`src/sv/mexp_pkg.sv`:
```
// Shared constants for the modular exponentiation unit.
package mexp_pkg;

  localparam int MOD_WIDTH_DEF = 14;
  localparam int EXP_WIDTH_DEF = 7;

endpackage

```
`src/sv/modular_exponentiation_unit.sv`:
```
// Modular exponentiation: power_result = base_value ** exponent mod modulus.
//
//   channel   signals                        direction   word
//   in        in_valid, in_stall             sink        base_value, exponent
//   out       out_valid, out_stall           source      power_result
//   cfg       cfg_write_en, cfg_write_data   sink        modulus
//
// One word at a time. The shared bit-serial multiplier serves every product; a word
// needs one base reduction, one squaring per significant exponent bit and one
// multiply per set exponent bit. Modulus 0 or 1 skips the multiplier and gives
// result 0 once the output register is free.
// Reset (rst, synchronous) sets modulus to 1 and empties the output register.
// in_stall is high while a word is in work; a result waiting on out_stall does not
// block the next word, which then holds only at its own result.
module modular_exponentiation_unit #(
  parameter int MOD_WIDTH = mexp_pkg::MOD_WIDTH_DEF,
  parameter int EXP_WIDTH = mexp_pkg::EXP_WIDTH_DEF
) (
  input  logic                 clk,
  input  logic                 rst,
  input  logic                 in_valid,
  output logic                 in_stall,
  input  logic [MOD_WIDTH-1:0] base_value,
  input  logic [EXP_WIDTH-1:0] exponent,
  output logic                 out_valid,
  input  logic                 out_stall,
  output logic [MOD_WIDTH-1:0] power_result,
  input  logic                 cfg_write_en,
  input  logic [MOD_WIDTH-1:0] cfg_write_data
);

  typedef enum logic [5:0] {
    S_IDLE = 6'b000001,
    S_RED  = 6'b000010,
    S_NEXT = 6'b000100,
    S_MUL  = 6'b001000,
    S_SQR  = 6'b010000,
    S_OUT  = 6'b100000
  } state_t;

  state_t               state;
  logic [MOD_WIDTH-1:0] mod_r;
  logic [MOD_WIDTH-1:0] base_r;
  logic [MOD_WIDTH-1:0] acc_r;
  logic [EXP_WIDTH-1:0] exp_r;

  logic                 in_take;
  logic                 out_free;
  logic                 mod_big;
  logic                 mul_start;
  logic                 mul_done;
  logic [MOD_WIDTH-1:0] mul_a;
  logic [MOD_WIDTH-1:0] mul_b;
  logic [MOD_WIDTH-1:0] mul_prod;

  assign in_stall = (state != S_IDLE);
  assign in_take  = in_valid && !in_stall;
  assign out_free = !out_valid || !out_stall;
  assign mod_big  = (mod_r > MOD_WIDTH'(1));

  // operand select: base reduction is 1 * base mod m
  always_comb begin
    mul_a = base_r;
    mul_b = base_r;
    case (state)
      S_IDLE: begin
        mul_a = MOD_WIDTH'(1);
        mul_b = base_value;
      end
      S_NEXT: begin
        if (exp_r[0]) begin
          mul_a = acc_r;
        end
      end
      default: begin
        mul_a = base_r;
        mul_b = base_r;
      end
    endcase
  end

  assign mul_start = (in_take && mod_big)
                  || (state == S_NEXT && exp_r != '0)
                  || (state == S_MUL && mul_done);

  mexp_mulmod #(
    .MOD_WIDTH(MOD_WIDTH)
  ) u_mulmod (
    .clk     (clk),
    .rst     (rst),
    .start   (mul_start),
    .a       (mul_a),
    .b       (mul_b),
    .m       (mod_r),
    .product (mul_prod),
    .done    (mul_done)
  );

  always_ff @(posedge clk) begin
    if (rst) begin
      mod_r <= MOD_WIDTH'(1);
    end else if (cfg_write_en) begin
      mod_r <= cfg_write_data;
    end
  end

  // load on a finished word, drop once the receiver takes it
  always_ff @(posedge clk) begin
    if (rst) begin
      out_valid <= 1'b0;
    end else if (state == S_OUT && out_free) begin
      out_valid <= 1'b1;
    end else if (out_valid && !out_stall) begin
      out_valid <= 1'b0;
    end
  end

  always_ff @(posedge clk) begin
    if (rst) begin
      state <= S_IDLE;
    end else begin
      case (state)
        S_IDLE: begin
          if (in_take) begin
            exp_r <= exponent;
            if (mod_big) begin
              state <= S_RED;
            end else begin
              acc_r <= '0;
              state <= S_OUT;
            end
          end
        end
        S_RED: begin
          if (mul_done) begin
            base_r <= mul_prod;
            acc_r  <= MOD_WIDTH'(1);
            state  <= S_NEXT;
          end
        end
        S_NEXT: begin
          if (exp_r == '0) begin
            state <= S_OUT;
          end else if (exp_r[0]) begin
            state <= S_MUL;
          end else begin
            state <= S_SQR;
          end
        end
        S_MUL: begin
          if (mul_done) begin
            acc_r <= mul_prod;
            state <= S_SQR;
          end
        end
        S_SQR: begin
          if (mul_done) begin
            base_r <= mul_prod;
            exp_r  <= exp_r >> 1;
            state  <= S_NEXT;
          end
        end
        S_OUT: begin
          // hold until the output register is free
          if (out_free) begin
            power_result <= acc_r;
            state        <= S_IDLE;
          end
        end
        default: begin
          state <= S_IDLE;
        end
      endcase
    end
  end

  a_take_leaves_idle: assert property (@(posedge clk) disable iff (rst)
    in_take |=> state != S_IDLE)
    else $error("accepted word did not start work");

  a_done_in_work: assert property (@(posedge clk) disable iff (rst)
    mul_done |-> (state == S_RED || state == S_MUL || state == S_SQR))
    else $error("multiplier finished outside a multiply state");

  a_out_loads: assert property (@(posedge clk) disable iff (rst)
    state == S_OUT && !out_valid |=> out_valid)
    else $error("finished result not presented");

endmodule

```
`src/sv/mexp_mulmod.sv`:
```
// Bit-serial modular multiplier: product = a * b mod m, a double and add per b bit.
module mexp_mulmod #(
  parameter int MOD_WIDTH = mexp_pkg::MOD_WIDTH_DEF
) (
  input  logic                 clk,
  input  logic                 rst,
  input  logic                 start,
  input  logic [MOD_WIDTH-1:0] a,
  input  logic [MOD_WIDTH-1:0] b,
  input  logic [MOD_WIDTH-1:0] m,
  output logic [MOD_WIDTH-1:0] product,
  output logic                 done
);

  localparam int CW = $clog2(MOD_WIDTH + 1);

  logic [MOD_WIDTH-1:0] acc;
  logic [MOD_WIDTH-1:0] addend;
  logic [MOD_WIDTH-1:0] bsh;
  logic [MOD_WIDTH-1:0] m_r;
  logic [CW-1:0]        cnt;
  logic                 busy;
  logic                 phase;

  logic [MOD_WIDTH:0] dbl;
  logic [MOD_WIDTH:0] dbl_red;
  logic [MOD_WIDTH:0] sum;
  logic [MOD_WIDTH:0] sum_red;

  // acc < m and addend < m keep both sums below 2m: one subtract reduces
  always_comb begin
    dbl     = {acc, 1'b0};
    dbl_red = (dbl >= {1'b0, m_r}) ? dbl - {1'b0, m_r} : dbl;
    sum     = {1'b0, acc} + {1'b0, addend};
    sum_red = (sum >= {1'b0, m_r}) ? sum - {1'b0, m_r} : sum;
  end

  always_ff @(posedge clk) begin
    if (rst) begin
      busy  <= 1'b0;
      phase <= 1'b0;
      done  <= 1'b0;
    end else begin
      done <= 1'b0;
      if (start) begin
        busy   <= 1'b1;
        phase  <= 1'b0;
        cnt    <= CW'(MOD_WIDTH);
        acc    <= '0;
        addend <= a;
        bsh    <= b;
        m_r    <= m;
      end else if (busy) begin
        if (!phase) begin
          acc   <= dbl_red[MOD_WIDTH-1:0];
          phase <= 1'b1;
        end else begin
          if (bsh[MOD_WIDTH-1]) begin
            acc <= sum_red[MOD_WIDTH-1:0];
          end
          bsh   <= bsh << 1;
          cnt   <= cnt - CW'(1);
          phase <= 1'b0;
          if (cnt == CW'(1)) begin
            busy <= 1'b0;
            done <= 1'b1;
          end
        end
      end
    end
  end

  assign product = acc;

endmodule
```
`config.mk`:
```
export PLATFORM = sky130hd
export DESIGN_NAME = modular_exponentiation_unit
export DESIGN_NICKNAME = d
export VERILOG_FILES = /design/src/sv/mexp_pkg.sv /design/src/sv/modular_exponentiation_unit.sv /design/src/sv/mexp_mulmod.sv
export SDC_FILE = /design/constraint.sdc
export NUM_CORES = 1
export LEC_CHECK = 0
export ABC_AREA = 0
export ABC_CLOCK_PERIOD_IN_PS = 11000
export BUFFER_PORTS_ARGS = -buffer_cell sky130_fd_sc_hd__buf_4
export CAP_MARGIN = 20
export CORE_MARGIN = 2
export CORE_UTILIZATION = 50
export CTS_CLUSTER_SIZE = 16
export DETAILED_ROUTE_END_ITERATION = 10
export GPL_ROUTABILITY_DRIVEN = 0
export HOLD_SLACK_MARGIN = 0.03
export PLACE_DENSITY = 0.68
export SKIP_LAST_GASP = 1
export SLEW_MARGIN = 25
export SYNTH_ARGS = -nofsm -noshare
export SYNTH_HDL_FRONTEND = slang
export SYNTH_SLANG_ARGS = --single-unit
```
`constraint.sdc`:
```
create_clock -name clk -period 11 [get_ports clk]
set_clock_uncertainty 0.05 [all_clocks]
set_input_delay 2.2 -clock clk [delete_from_list [all_inputs] [get_ports clk]]
set_output_delay 2.2 -clock clk [all_outputs]
set_load 0.005 [all_outputs]
```
After elaboration in Yosys (flattened, before gate mapping):

Cells that the tools add are included.

* input bits: 40
* flip-flop bits (word level): 133
* logic and storage cells: 108

* equality and inequality tests: 16
* reduce and logical (&&, ||, !) cells: 30
* $lt $le $gt $ge: 3
* add/subtract/negate cells: 4
* mux-type cells: 37
* bitwise operators: 3

Operators by type and width (number)
* two-way mux 14 bit: 14
* case mux 14 bit (3 select lines): 1
* two-way mux 6 bit: 6
* greater-or-equal comparator 15 x 14 -> 1 bit: 2
* case mux 6 bit (5 select lines): 1
* case mux 14 bit (2 select lines): 1
* subtractor 14 bit: 2
* adder 14 x 14 -> 15 bit: 1
* greater-than comparator 14 x 1 -> 1 bit, second input constant: 1
* two-way mux 7 bit: 2
* case mux 7 bit (2 select lines): 1
* AND reduction 3 bit: 4
* two-way mux 1 bit: 8
* two-way mux 4 bit: 2
* != test 2 x 1 -> 1 bit, second input constant: 4
* AND reduction 4 bit: 2
* nonzero test 2 bit: 4
* zero test 7 bit: 1
* nonzero test 7 bit: 1
* equality test 6 x 1 -> 1 bit, second input constant: 1
* equality test 6 x 2 -> 1 bit, second input constant: 1
* equality test 6 x 3 -> 1 bit, second input constant: 1
* equality test 6 x 4 -> 1 bit, second input constant: 1
* equality test 6 x 5 -> 1 bit, second input constant: 1
* 16 further kinds: 30

Longest topological paths before layout:

* depth after elaboration: 8
* depth in mapped cells: 18
* depth with buffers taken out: 17

Hierarchy:

A second synthesis with hierarchy kept.

* cell total of the unflattened synthesis: 715
* area total of the unflattened synthesis: 7773.7 um2

By module, submodules not included
* mexp_mulmod: times used 1, seq. area each 1861.8 um2, area each 4685.7 um2, cells an instance 440
* modular_exponentiation_unit: times used 1, seq. area each 1891.8 um2, area each 3088.0 um2, cells an instance 275

Worst setup path after synthesis:

OpenSTA, ideal clock, no wires.

* kind: input -> register
* start point: input port rst
* end point: register acc_r[0], enable pin
* data required time: 10487 ps
* path slack: 5816 ps
* arrival time: 4671 ps
* library setup time: 463 ps
* stages on the path: 2
* path buffers: 1
* cell sequence: clkbuf_1 a2111oi_0

* word-level cells in the longest chain between the ends: 2

RTL lines
* from (decl): line modular_exponentiation_unit.sv:20 `input logic rst,`
* NOT 1 bit (no line)
* AND reduction 6 bit (no line)
* to (signal assigned): line modular_exponentiation_unit.sv:152 `acc_r <= mul_prod;`
* to (decl): line modular_exponentiation_unit.sv:44 `logic [MOD_WIDTH-1:0] acc_r;`

No other way between the ends.
A chain may end at the register's enable or synchronous reset.

Worst setup path in the final report:

* start point: register u_mulmod.acc[3] (netlist: u_mulmod.product[3])
* end point: register u_mulmod.acc[6] (netlist: u_mulmod.product[6]), data pin

* word-level cells in the longest chain between the ends: 6

RTL lines
* from (decl): line mexp_mulmod.sv:17 `logic [MOD_WIDTH-1:0] acc;`
* from (signal assigned): line mexp_mulmod.sv:55 `acc <= dbl_red[MOD_WIDTH-1:0];`
* from (signal assigned): line mexp_mulmod.sv:59 `acc <= sum_red[MOD_WIDTH-1:0];`
* adder 14 x 14 -> 15 bit: line mexp_mulmod.sv:34 `sum = {1'b0, acc} + {1'b0, addend};`
* subtractor 14 bit / greater-or-equal comparator 15 x 14 -> 1 bit (equally long branches): line mexp_mulmod.sv:35 `sum_red = (sum >= {1'b0, m_r}) ? sum - {1'b0, m_r} : sum;`
* two-way mux 14 bit: line mexp_mulmod.sv:35
* two-way mux 14 bit: line mexp_mulmod.sv:58 `if (bsh[MOD_WIDTH-1]) begin`
* two-way mux 14 bit *: line mexp_mulmod.sv:54 `if (!phase) begin`
* two-way mux 14 bit *: line mexp_mulmod.sv:53 `end else if (busy) begin`

Every way passes the cells marked *; elsewhere a longest branch is shown, timed or not. The select of a mux whose other input is x is not followed.

==> run metrics <==
cts hold-fix bufs 0; Root Buffer Master clkbuf_16; crit end category flop; ranking of synthesized cells by area edfxtp_1 43%, ha_1 7.3%, dfxtp_1 6.3%, mux2i_1 5.2%, nand2_1 3.7%; clock sink total between 100 and 150; leakage 0.00349 µW; #FFs+latches synth between 100 and 150; CTS H-tree lvls 4; clk_lat worst skew between 0.4 and 0.5 ns; DR WL met3 813 µm; DPL Wire Length between 10000 and 15000 µm; PD cells between 200 and 300 nW/µm²; port bufs between 50 and 60; Post-synth ARST share 0%; Synth area leader edfxtp_1; pre-CTS setup slack 6.43 ns; CP max-delay cell nand3b_1; post-synthesis xor/xnor area fraction under 10%; CP most frequent cell ha_1; first-pass GRT wire length 26900 µm; switch share 38.5%; Sw Pwr between 900 and 1000 µW; Hold Path Class reg2reg; sequential-to-total area share from yosys stat between 40% and 50%; synth warn 0; final worst-path cycle share 41.6%; P_int roughly 1500 µW; total of max-cap violations 0; outcome finished, final reports clean; Die Ht between 100 and 150 µm; ant diodes 0; M1 WL slightly below 8000 µm; CTS clk-pin slew, worst paths about 0.06 ns; Flop pwr share between 20 and 30%; Filler cells approximately 1200; EDFF count, synth 109; antenna violations before repair 0; total gr overflow 0; Peak VDD IR 0.000135 V; worst path bufs/invs 0; Die ar. between 15000 and 20000 µm²; # IOs 56; crit-path max cell delay ~0.62 ns; Num CTS Buffers 17; top cell type's share of synthesized area between 40% and 50%; Post-Syn Area roughly 7600 µm²; gr usage total a little over a fifth; Post-Synth Adder-Cell Area roughly 8.1%; distinct cell type count after synthesis 73; Req. time, crit path 11.07 ns; num rows between 40 and 50; core area roughly 15000 µm²; met2 wire len ~7500 µm; Initial Util between 50 and 60%; Post-CTS Setup Bufs 0; Synth-to-Final Area Change 16.1%; CP Launch Type flop; placed cells 928; CTS resizes 0; cells after synthesis approximately 700; Comb pwr share 47.1%; Nets 846; vias in the first global route roughly 5300; area of the multi-input gates between 3000 and 4000 µm²; Fmax approximately 220 MHz; CP Max Fanout 12; endpoints failing hold 0; post-synthesis mux area share just over 6%; Final Max Slew Viols 0; largest family of logic cells by synthesized area simple AND/OR/NAND/NOR gates; Longest Clk Path Bufs 2; pin count of the biggest net entering global routing 40; via count between 5000 and 6000; CTS tree built; crit path kind reg2reg; fin crit period ~4.6 ns; Die Width 127 µm; Sequential Area approximately 3800 µm²; DRT iter0 DRCs 330; via/cell ratio 5.76; Routed WL per cell between 15 and 20 µm; share of layout cells above drive strength 1 between 15 and 20%; Highest Signal Layer met4; max_slew headroom between 30% and 40%; CP delay by family, top simple AND/OR/NAND/NOR gates; Post-Layout Cell Count between 900 and 1000; syn_area_per_cell around 11 µm²; crit-path cells ha_1 -> and4_1 -> a21o_1 -> o2111ai_1 -> a31oi_1 -> or4b_1 -> nand3_1 -> ha_1 -> nand4_1 -> nor4_1 -> a211oi_1 -> nand3b_1 -> mux2i_1 -> a21boi_0; CP arrival ~4.7 ns; Compound-Gate Fraction of Synth Area roughly 15%; Least-Margin Pin Slew just over 1 ns; Post-DRT Antenna Nets 0; unrepaired setup endpoints after global routing false; Top FF cell, synth edfxtp_1; Syn Nets between 700 and 800; simple-gate portion of the synthesized area between 10% and 20%; drt total wl between 15000 and 20000 µm; Clock power frac a little under a quarter; DR pass1 iterations 5; final worst slack approximately 6.4 ns; setup violators final 0; DRC errors left 0; final setup TNS 0 ns
==> flip-flops by register name (all words and copies together) (netlist names), 6 cells and up <==
name	flops
base_r	14
power_result	14
u_mulmod.bsh	14
mod_r	14
exp_r	7
state	6
acc_r	14
u_mulmod.addend	14
u_mulmod.product	14
u_mulmod.m_r	14
==> cell usage in the layout, fill, tap and decap left out, types with 7 or more instances in the layout <==
cell and count:
a211oi_1 8, a21boi_0 7, a21o_1 12, a21oi_1 39, and2_1 17, buf_4 65
clkbuf_16 17, dfxtp_1 24, edfxtp_1 109, ha_1 44, inv_1 33, mux2i_1 39
nand2_1 74, nand3_1 9, nor2_1 44, nor2b_1 9, nor3_1 17, o21a_1 9
o21ai_0 44, xnor2_1 20, xor2_1 10
==> power groups by stage <==
| stage | registers (µW) | logic [µW] | clock network, µW |
|---|---|---|---|
| floorplan | 698 | 911 | 0 |
| global placement | 722 | 1100 | 0 |
| detailed placement | 726 | 1130 | 0 |
| CTS | 716 | 1130 | 578 |
| global route | 726 | 1270 | 598 |
| finish | 718 | 1150 | 571 |
==> path summary, 6_finish.rpt <==
check                 startpoint  cells after the start                  end  slack (ns)
max          u_mulmod.product[3]                     14  u_mulmod.product[6]        6.42
max reg2reg  u_mulmod.product[3]                     14  u_mulmod.product[6]        6.42
min                     mod_r[0]                      0      u_mulmod.m_r[0]        0.37
min reg2reg             mod_r[0]                      0      u_mulmod.m_r[0]        0.37
==> Yosys cell counts (4+ instances only) <==
cell type    n
o31ai_1      5
inv_1       33
a211oi_1     8
mux2_2       6
nand2_1     74
ha_1        44
o21ai_0     44
o21a_1       9
a31oi_1      4
dfxtp_1     24
xor2_1      10
nor4b_1      4
a21boi_0     7
nor2b_1      9
edfxtp_1   109
nand3b_1     5
or2_2        4
nor2_1      45
a21oi_1     39
nand2b_1     5
nor4_1       7
nor3_1      17
clkbuf_1    16
mux2i_1     39
nand3_1      9
xnor2_1     20
and2_1      17
a21o_1      12
==> layout make-up <==
cell class / count / share of cell area, %
flip-flops and latches: 133 / 42.7
multi-input cells: 509 / 41.1
repair buffers: 65 / 5.55
clock buffers: 17 / 4.83
well taps: 188 / 2.67
clock inverters: 14 / 1.82
inverters: 33 / 1.41
==> layer usage <==
layer	global-route usage (%)	vias up
met5	0	-
met4	9.18	0
met3	4.31	32
met2	32.7	160
met1	29.9	2616
li1	-	2715
==> kinds of logic after synthesis <==
| group | after synthesis |
|---|---|
| compound gates | 165 |
| xor+xnor | 30 |
| fa+ha+maj | 47 |
| buf+inv | 56 |
| flops | 133 |
| mux | 46 |
| simple gates | 221 |
==> stage by stage <==
step                      hold slack [ns]  area [µm²]  util [%]  power [µW]
after global placement              0.358        8200      54.6        1820
after detailed placement            0.360        8210      54.6        1850
after floorplan                     0.351        7580         -        1610
after global routing                0.393        8800      58.5        2590
final                               0.375        8800      58.5        2430
after CTS                           0.376        8800      58.5        2430
No activity file was read; power rests on OpenSTA's default activity.
